`config.mk`:
```
export PLATFORM = sky130hd
export DESIGN_NAME = heq_front
export DESIGN_NICKNAME = d
export VERILOG_FILES = /design/src/heq_pkg.sv /design/src/heq_front.sv
export SDC_FILE = /design/constraint.sdc
export NUM_CORES = 1
export LEC_CHECK = 0
export BUFFER_PORTS_ARGS = -buffer_cell sky130_fd_sc_hd__buf_2
export CORE_AREA = 2 2 60 62
export DETAILED_ROUTE_END_ITERATION = 10
export DIE_AREA = 0 0 62 64
export HOLD_SLACK_MARGIN = 0.15
export PLACE_DENSITY = 0.81
export SETUP_SLACK_MARGIN = 0.1
export SLEW_MARGIN = 20
export SYNTH_ARGS = -nofsm -noshare
export SYNTH_HDL_FRONTEND = slang
export SYNTH_SLANG_ARGS = --single-unit
```
`constraint.sdc`:
```
create_clock -name clk -period 5.25 [get_ports clk]
set_input_delay 1.05 -clock clk [delete_from_list [all_inputs] [get_ports clk]]
set_output_delay 1.05 -clock clk [all_outputs]
set_load 0.01 [all_outputs]
```
`src/heq_pkg.sv`:
```
// ----------------------------------------------------------------------------
// heq_pkg - shared types and constants of the histogram equalizer
// Item format passed from the front queue to the back end, and level constants.
// ----------------------------------------------------------------------------
`default_nettype none

package heq_pkg;

  // Pixel and level geometry.
  localparam int PIX_W     = 8;
  localparam int LEVELS    = 256;
  localparam int TOP_LEVEL = 255;

  // Depth of the queue between front and back.
  localparam int Q_DEPTH = 4;
  localparam int Q_AW    = 2;

  // Operation carried by a queued item.
  typedef enum logic {
    OP_COUNT = 1'b0,
    OP_MAP   = 1'b1
  } op_t;

  // One classified input item.
  typedef struct packed {
    op_t              op;
    logic [PIX_W-1:0] pixel;
    logic             frame_end;
  } item_t;

endpackage

`default_nettype wire

```
`src/heq_front.sv`:
```
// ----------------------------------------------------------------------------
// heq_front - input acceptance, classification and item queue
// Turns each accepted beat into a count or map item and queues it for the back.
// ----------------------------------------------------------------------------
`default_nettype none

module heq_front (
  input  wire                        clk,
  input  wire                        rst,
  input  wire                        s_tvalid,
  output logic                       s_tready,
  input  wire  [7:0]                 s_tdata,   // [7:0] pixel
  input  wire                        s_tlast,
  input  wire                        s_tuser,   // [0] command
  input  wire                        clearing,
  output logic                       avail,
  output heq_pkg::item_t             head,
  input  wire                        pop
);
  import heq_pkg::*;

  item_t           q_mem [Q_DEPTH];
  logic [Q_AW-1:0] wptr;
  logic [Q_AW-1:0] rptr;
  logic [Q_AW:0]   fill;
  logic            push;
  item_t           in_item;

  // Classify the incoming beat; frame end only matters on a count.
  always_comb begin
    in_item.op        = s_tuser ? OP_MAP : OP_COUNT;
    in_item.pixel     = s_tdata;
    in_item.frame_end = s_tlast & ~s_tuser;
  end

  // Accept while there is room and the histogram is not being cleared.
  assign s_tready = (fill != (Q_AW+1)'(Q_DEPTH)) && !clearing;
  assign push     = s_tvalid && s_tready;
  assign avail    = (fill != '0);
  assign head     = q_mem[rptr];

  // Queue storage.
  always_ff @(posedge clk) begin
    if (push) begin
      q_mem[wptr] <= in_item;
    end
  end

  // Queue pointers and fill level.
  always_ff @(posedge clk) begin
    if (rst) begin
      wptr <= '0;
      rptr <= '0;
      fill <= '0;
    end else begin
      if (push) begin
        wptr <= wptr + 1'b1;
      end
      if (pop) begin
        rptr <= rptr + 1'b1;
      end
      fill <= fill + (Q_AW+1)'(push) - (Q_AW+1)'(pop);
    end
  end

endmodule

`default_nettype wire

```
==> flow_summary_export.csv, run 1 <==
group,metric,value,unit
logic_synthesis,synth_cell_types,23,
power_and_ir_drop,cellPowerDensity,350,mW/mm^2
timing,post-route-period-util,55.9,%
logic_synthesis,ys_warn_count,0,
timing,min_period,2940,ps
setup_path,cp_cell_sequence,"mux4_2 > buf_2",
route,drc,0,
setup_path,crit_type,"reg2out",
global_routing,grt_use_total,16.7,%
placed_design,dp_worst_setup_slack,2250,ps
setup_path,crit_fanout,10,
logic_synthesis,yosysSeqAreaShare,72.0,%
final_layout,final_cell_mix,"40 x edfxtp_1, 26 x buf_2, 10 x mux4_2, 9 x dfxtp_1, 7 x nor2_1",
final_layout,num_antenna_cells,0,
route,vias_per_cell,5.13,
clocking,clock_latency,350,ps
clocking,ctsHoldBuffers,0,
min_path,holdCritStartpoint,"wptr[1]",
timing,setup_slack,2310,ps
final_layout,fillers,253,
setup_path,start_kind,"flop",
setup_path,crit_path_top_delay_cell,"dfxtp_1",
timing,maxSlewViolCount,0,
global_routing,grt_pass1_wl,4550,um
setup_path,reg2reg_slack,3030,ps
global_routing,grt_max_degree,16,
power_and_ir_drop,ir_drop,0.000192,V
setup_path,critPathTopFamily,"flip-flops",
global_routing,grt_pass1_vias,922,
power_and_ir_drop,fin_total_pwr,0.750,mW
route,dr.pass1.iters,4,
global_routing,grt-ovfl-total,0,
clocking,cts_buffers,5,
timing,slew_headroom,55.5,%
global_routing,grt_antenna_before_repair,0,
setup_path,crit_buf_inv,1,
logic_synthesis,syn_inst,102,
floorplanning,dieArea,0.00397,sq mm
final_layout,drive_above_1_share,35.3,%
clocking,clockRootBuffer,"clkbuf_4",
clocking,cts.repair.resized,0,
clocking,post_cts_buffers,0,
power_and_ir_drop,leakagePower,0.761,nW
final_layout,layout_commonest_cell,"edfxtp_1",
route,final_antenna_net_count,0,
status,status,"finished clean",
setup_path,crit_required,4200,ps
flow_run,drv_cap,0,
timing,rsz0062_at_grt,"no",
setup_path,cp.arrival,1890,ps
placed_design,post-dp-hpwl,1930,um
timing,final_hold_viol_count,0,
placed_design,globalplace.congestion,0.650,
timing,worst_pin_slew,667,ps
floorplanning,start_util,58.4,%
setup_path,timing.rr.start,"fill[1]",
final_layout,fin_nets,154,
floorplanning,core,0.00328,sq mm
clocking,clk_pin_slew_worst_paths,130,ps
route,via_count,918,
logic_synthesis,syn_area_per_cell,18.8,sq um
clocking,clockBufferDepth,2,
logic_synthesis,ys_ff_latch,49,
route,wl_per_cell,15.6,um
min_path,hold_path.class,"reg2reg",
timing,fmax,341,MHz
timing,setup_tns,0,ps
clocking,cts.sinks,49,
timing,setup_viol,0,
floorplanning,die_w,62,um
logic_synthesis,syn-num-nets,124,
route,wirelength,2800,um
clocking,cts_tree,"built",
floorplanning,core.rowCount,21,
setup_path,critPathMaxStageDelay,780,ps
timing,clock_skew,3.83,ps
final_layout,area_growth,11.6,%
floorplanning,fp.dieH,64,um
floorplanning,ios,27,
setup_path,end_kind,"primary output",
logic_synthesis,synth_area,0.00192,sq mm
clocking,cts-htree-levels,2,
placed_design,port_buffers,26,
route,drt_iter0_markers,14,
flip-flops by register name (all words and copies together), names as in the netlist, named ones only:
name	count
q_mem	40
fill	3
rptr	2
wptr	2
Yosys cell counts, drive strengths merged:
library cell	number	share of area, %
edfxtp	40	63
mux4	10	12
dfxtp	9	9.4
nor2	8	1.7
ha	6	3.9
and2	5	1.6
inv	5	0.98
nand2b	3	0.98
a21oi	2	1.1
clkbuf	2	0.46
nor2b	2	0.65
xor2	2	0.91
buf	1	0.59
fa	1	1.0
mux2	1	0.59
mux2i	1	0.52
nand2	1	0.20
nor3	1	0.26
or3	1	0.33
xnor2	1	0.46
cell families after synthesis:
kind of cell | count (synthesis) | synth area share, %
flops | 49 | 72.0
simple gates | 21 | 5.74
mux | 12 | 12.8
buf+inv | 8 | 2.02
fa+ha+maj | 7 | 4.95
xor+xnor | 3 | 1.37
compound gates | 2 | 1.11
worst register-to-register path, cell delays in order, from the launching register on:
cell     delay [ps]
dfxtp_1         460
nor2_2           90
a21oi_4         220
inv_1            70
ha_1            270
inv_1            60
ha_1            130
inv_1            50
fa_1            370
xor2_1          170
and2_1          160
nor3_1          110
per-stage QoR:
step	cell area, sq um	util [%]	hold WS, ps	std cells
floorplan	1920	-	482	102
global placement	2090	63.5	505	171
detailed placement	2090	63.5	513	171
CTS	2140	65.2	530	179
global route	2140	65.2	561	179
finish	2140	65.2	532	179
where the power goes:
group          switching (mW)  internal [mW]  total, mW
sequential             0.0251          0.447      0.472
combinational          0.0552         0.0580      0.113
clock                   0.114         0.0507      0.165
path summary, 6_finish.rpt:
path              cells past startpoint      end
hold reg to reg                       2  wptr[1]
setup reg to reg                     11  fill[2]
setup / recovery                      2  head[4]
hold / removal                        2  wptr[1]
cell type report:
class	instances	area, sq um	share of cell area, %
Clock buffer	5	37.5	1.75
Timing Repair Buffer	26	130	6.07
Sequential cell	49	1380	64.5
Multi-Input combinational cell	45	499	23.3
Inverter	5	18.8	0.876
Clock inverter	3	17.5	0.818
Tap cell	46	57.6	2.69
routing by layer:
| layer | vias to the layer above | wire length, um | GRT usage (%) |
|---|---|---|---|
| li1 | 442 | - | - |
| met1 | 454 | 1260 | 21.3 |
| met3 | 2 | 111 | 6.68 |
| met4 | 0 | 19 | 3.19 |
| met5 | - | 0 | 0 |
| met2 | 20 | 1410 | 26.8 |
Note: power is estimated with default switching activity, not from simulation.
==> run 2, diff against run 1 <==
- ABC_AREA: not set -> 1
- CORE_AREA: 2 2 60 62 -> 2 2 66 68
- DIE_AREA: 0 0 62 64 -> 0 0 68 70
- PLACE_DENSITY: 0.81 -> 0.72
- clock period: 5.25 -> 2.5 ns (I/O delays scaled with it)
==> flow_summary_export.csv, run 2 <==
group,metric,value,unit
route,route.met2.wl,1730,um
final_layout,layout_commonest_cell,"edfxtp_1",
timing,maxSlewViolCount,0,
setup_path,critPathMaxStageDelay,430,ps
clocking,clockBufferDepth,2,
placed_design,globalplace.congestion,0.714,
final_layout,drive_above_1_share,21.0,%
timing,rsz0062_at_grt,"no",
logic_synthesis,synth_area,0.00196,sq mm
clocking,cts.repair.resized,0,
route,wl_met1,1450,um
final_layout,largest_registers,"q_mem x40, fill x3",
clocking,clock_latency,290,ps
timing,setup_tns,0,ps
setup_path,cp.arrival,2250,ps
logic_synthesis,ys_ff_latch,49,
setup_path,end_kind,"flop",
clocking,cts.sinks,49,
timing,setup_viol,0,
logic_synthesis,synth-edff-count,40,
route,drc,0,
placed_design,port_buffers,26,
timing,clock_skew,11.1,ps
clocking,cts_tree,"built",
global_routing,grt_pass1_vias,1134,
power_and_ir_drop,leakagePower,0.878,nW
route,vias_per_cell,5.00,
power_and_ir_drop,ir_drop,0.000377,V
min_path,hold_path.class,"in2reg",
clocking,clk_pin_slew_worst_paths,80,ps
logic_synthesis,syn_area_per_cell,12.2,sq um
logic_synthesis,async_reset_ff_share,0,%
setup_path,crit_start,"fill[1]",
status,status,"finished clean",
route,dr.pass1.iters,4,
setup_path,cp_cell_sequence,"nor2_2 > nand2_2 > nand3_4 > ha_1 > inv_1 > ha_1 > inv_1 > fa_1 > xor2_1 > nand2_1 > nand2_1 > nor2_1",
route,wirelength,3400,um
route,wl_per_cell,13.8,um
timing,fmax,485,MHz
global_routing,grt_use_total,15.5,%
logic_synthesis,synth_largest_area_cell,"edfxtp_1",
clocking,cts_buffers,5,
route,final_antenna_net_count,0,
floorplanning,dieArea,0.00476,sq mm
setup_path,reg2reg_slack,440,ps
final_layout,final_util,54.4,%
logic_synthesis,ys_warn_count,0,
timing,holdWs,386,ps
min_path,hold_end,"fill[0]",
floorplanning,ios,27,
route,maxUsedRoutingLayer,"met4",
placed_design,dp_worst_setup_slack,278,ps
final_layout,num_antenna_cells,0,
final_layout,regMostFlops,"q_mem",
setup_path,crit_fanout,7,
logic_synthesis,syn_inst,161,
logic_synthesis,yosysSeqAreaShare,70.5,%
logic_synthesis,syn-num-nets,183,
clocking,post_cts_buffers,0,
floorplanning,start_util,47.3,%
global_routing,grt-ovfl-total,0,
clocking,cts-htree-levels,2,
timing,final_hold_viol_count,0,
logic_synthesis,synthTopCellsByArea,"edfxtp_1 61%, dfxtp_1 9.2%, nor2_1 6.3%",
timing,worst_pin_slew,591,ps
logic_synthesis,yosysMostFrequentCell,"edfxtp_1",
setup_path,crit_path_top_delay_cell,"dfxtp_1",
route,wl_met3,172,um
logic_synthesis,synth_cell_types,18,
final_layout,area_growth,15.2,%
timing,min_period,2060,ps
floorplanning,core,0.00414,sq mm
logic_synthesis,synthFlopType,"edfxtp_1",
placed_design,post-dp-hpwl,2220,um
floorplanning,die_w,68,um
global_routing,grt_pass1_wl,5330,um
flow_run,drv_cap,0,
global_routing,grt_max_degree,21,
setup_path,crit_required,2690,ps
timing,post-route-period-util,82.5,%
setup_path,worst-r2r-cell-count,12,
logic_synthesis,yosys.area.top_type_share,61.3,%
route,drt_iter0_markers,169,
floorplanning,fp.dieH,70,um
logic_synthesis,synth_common_cells,"40 x edfxtp_1, 33 x nor2_1, 22 x o21ai_0",
min_path,hold_depth,2,
timing,setup_slack,437,ps
setup_path,crit_type,"reg2reg",
final_layout,fin_nets,216,
global_routing,grt_antenna_before_repair,0,
setup_path,timing.rr.start,"fill[1]",
timing,slew_headroom,60.5,%
route,via_count,1236,
final_layout,final_cell_mix,"40 x edfxtp_1, 33 x nor2_1, 26 x buf_2, 22 x o21ai_0, 19 x inv_1",
floorplanning,core.rowCount,24,
setup_path,timing.rr.end,"fill[2]",
power_and_ir_drop,cellPowerDensity,752,mW/mm^2
min_path,holdCritStartpoint,"rst",
final_layout,largest_reg_flops,40,
clocking,ctsHoldBuffers,0,
clocking,clockRootBuffer,"clkbuf_8",
setup_path,start_kind,"flop",
-- run 2: cell count changes in the layout (fill, tap and decap cells not counted), sizes merged, moves of 8 or more --
cell,delta
nand2,+8
mux4,-10
nor2,+26
inv,+14
o21ai,+22
o22ai,+10
-- run 2: worst max path at each step --
stage / end / slack (ps) / cells after the start
final: fill[2] / 440 / 12
after global routing: fill[2] / 250 / 12
after CTS: fill[2] / 410 / 12
after detailed placement: fill[2] / 280 / 12
after global placement: fill[2] / 370 / 12
after floorplan: fill[2] / 530 / 11
-- run 2: power breakdown --
group          total [mW]  switching (mW)  internal (mW)
Clock               0.447           0.249          0.197
Combinational       0.272           0.165          0.107
Sequential          0.979          0.0393          0.939
-- run 2: critical path: cells and delay by family, from the launching register on --
kind	cells	cell delay (ps)
simple gates	6	450
xor+xnor	1	180
fa+ha+maj	3	780
flops	1	430
buf+inv	2	110
-- run 2: stage by stage --
step	cell area (sq um)	cells	power [mW]
2_1_floorplan	1960	161	1.17
3_3_place_gp	2170	239	1.26
3_5_place_dp	2170	239	1.27
4_1_cts	2260	247	1.71
5_1_grt	2260	247	1.80
6_report	2260	247	1.70
-- run 2: final cells by class --
class / instances / area (sq um)
clock inverter: 2 / 15.0
clock buffer: 6 / 72.6
timing repair buffer: 31 / 168
inverter: 19 / 71.3
sequential: 49 / 1380
multi-input combinational: 88 / 483
tap: 52 / 65.1
fill: 366 / 1890
-- run 2: layer usage --
metal | global-route usage [%] | up-vias
met2 | 24.6 | 36
met5 | 0 | -
met3 | 4.99 | 5
met1 | 20.2 | 572
met4 | 4.67 | 0
li1 | - | 623
-- run 2: cells by family (layout without fill, tap and decap cells) --
group	Yosys count	count (layout)	share of synthesized area, %
AO/OA/AOI/OAI	34	34	9.33
XOR/XNOR	1	1	0.447
adder cells (fa/ha/maj)	7	7	4.86
buffers and inverters	24	58	4.79
flip-flops	49	49	70.5
AND/OR/NAND/NOR	46	46	10.0
==> run 3, diff against run 2 <==
- CORE_AREA: 2 2 66 68 -> 2 2 63 65
- DIE_AREA: 0 0 68 70 -> 0 0 65 67
- PLACE_DENSITY: 0.72 -> 0.75
- clock period: 2.5 -> 1.9 ns (I/O delays scaled with it)
==> flow_summary_export.csv, run 3 (same netlist as run 2, synthesis figures left out) <==
group,metric,value,unit
final_layout,largest_registers,"q_mem x40, fill x3",
route,via_count,1349,
clocking,ctsHoldBuffers,0,
placed_design,dp_worst_setup_slack,1.88,ps
global_routing,grt-ovfl-total,0,
route,wl_met3,202,um
route,vias_per_cell,5.25,
power_and_ir_drop,ir_drop,0.000460,V
floorplanning,dieArea,0.00436,sq mm
final_layout,drive_above_1_share,36.4,%
route,final_antenna_net_count,0,
setup_path,end_kind,"primary output",
floorplanning,start_util,54.3,%
floorplanning,core.rowCount,22,
final_layout,fillers,273,
route,maxUsedRoutingLayer,"met4",
global_routing,grt_use_total,19.4,%
clocking,cts_tree,"built",
timing,setup_slack,57.3,ps
timing,clock_skew,7.49,ps
timing,slew_headroom,79.4,%
clocking,cts.sinks,49,
setup_path,crit_type,"reg2out",
final_layout,final_cell_mix,"40 x edfxtp_1, 30 x nor2_1, 26 x buf_2, 16 x o21ai_0, 14 x inv_1",
route,route.met2.wl,2300,um
final_layout,final_cell_count_no_fill,257,
setup_path,crit_fanout,5,
placed_design,dp.cells,237,
route,drt_iter0_markers,69,
timing,post-route-period-util,97.0,%
placed_design,port_buffers,26,
clocking,clock_latency,300,ps
timing,maxSlewViolCount,0,
power_and_ir_drop,cellPowerDensity,957,mW/mm^2
final_layout,fin_nets,230,
final_layout,largest_reg_flops,40,
final_layout,area_growth,27.5,%
timing,fmax,543,MHz
setup_path,start_kind,"flop",
floorplanning,fp.dieH,67,um
floorplanning,core,0.00361,sq mm
global_routing,grt_antenna_before_repair,0,
timing,holdWs,249,ps
final_layout,layout_commonest_cell,"edfxtp_1",
status,status,"finished clean",
route,wl_per_cell,16.1,um
route,wirelength,4140,um
flow_run,drv_cap,0,
clocking,clk_pin_slew_worst_paths,80,ps
route,drc,0,
final_layout,fin_area,0.00250,sq mm
clocking,clockRootBuffer,"clkbuf_8",
floorplanning,ios,27,
placed_design,globalplace.congestion,0.708,
route,wl_met1,1580,um
power_and_ir_drop,leakagePower,0.963,nW
timing,min_period,1840,ps
min_path,hold_path.class,"in2reg",
setup_path,crit_required,1520,ps
clocking,clockBufferDepth,2,
setup_path,cp.arrival,1460,ps
final_layout,num_antenna_cells,0,
timing,rsz0062_at_grt,"yes",
global_routing,grt_max_degree,21,
timing,final_hold_viol_count,0,
global_routing,grt_pass1_vias,1296,
placed_design,post-dp-hpwl,2370,um
clocking,cts_buffers,5,
route,dr.pass1.iters,4,
timing,worst_pin_slew,306,ps
floorplanning,die_w,65,um
final_layout,regMostFlops,"q_mem",
global_routing,grt_pass1_wl,5980,um
clocking,cts-htree-levels,2,
placed_design,post_dp_cell_area,0.00220,sq mm
timing,setup_viol,0,
-- run 3: cell count changes in the layout (fill, tap and decap cells not counted), sizes merged --
cell	change
inv	-1
clkinv	+2
clkbuf	+1
clkinvlp	+3
buf	+9
-- run 3: worst max-delay path, cell delays in order, from the launching register on --
cell,delay [ps]
dfxtp_4,410
buf_4,140
clkinvlp_4,150
nor2_1,200
o22ai_1,120
buf_2,150
-- run 3: stage by stage --
stage                     util, %  TNS, ps  total power [mW]
after floorplan                 -        0              1.56
after global placement       61.1        0              1.67
after detailed placement     61.1        0              1.70
after CTS                    65.1        0              2.31
after global routing         69.3    -12.8              2.51
final                        69.3        0              2.39
-- run 3: what timing repair did --
item,4_1_cts,5_1_grt
endpoints found under the setup margin,11,10
resized for setup,11,21
buffers inserted,2,5
gates cloned,3,2
pin swaps,4,9
endpoints found under the hold margin,0,0
-- run 3: layer usage --
metal	vias to the layer above	GRT usage (%)
li1	648	-
met1	651	20.7
met2	44	36.2
met3	6	4.56
met4	0	8.51
met5	-	0
-- run 3: path summary, 6_finish.rpt --
| kind | start | to | slack [ps] | cells after the start |
|---|---|---|---|---|
| setup reg to reg | fill[0] | fill[2] | 120 | 12 |
| hold reg to reg | rptr[1] | flop | 460 | 1 |
| hold / removal | rst | fill[1] | 250 | 2 |
| setup / recovery | flop | head[8] | 60 | 5 |
-- run 3: final cells by class --
type,instances,area (sq um),area share [%]
Clock buffer,5,68.8,2.76
Clock inverter,3,17.5,0.701
Inverter,19,77.6,3.11
Multi-Input combinational cell,88,542,21.7
Sequential cell,49,1400,55.9
Tap cell,48,60.1,2.40
Timing Repair Buffer,42,314,12.6
Timing Repair inverter,3,22.5,0.902
-- run 3: power by group --
part | internal, mW | switching [mW]
registers | 1.25 | 0.0549
clock network | 0.254 | 0.324
logic | 0.240 | 0.272
total | 1.74 | 0.651
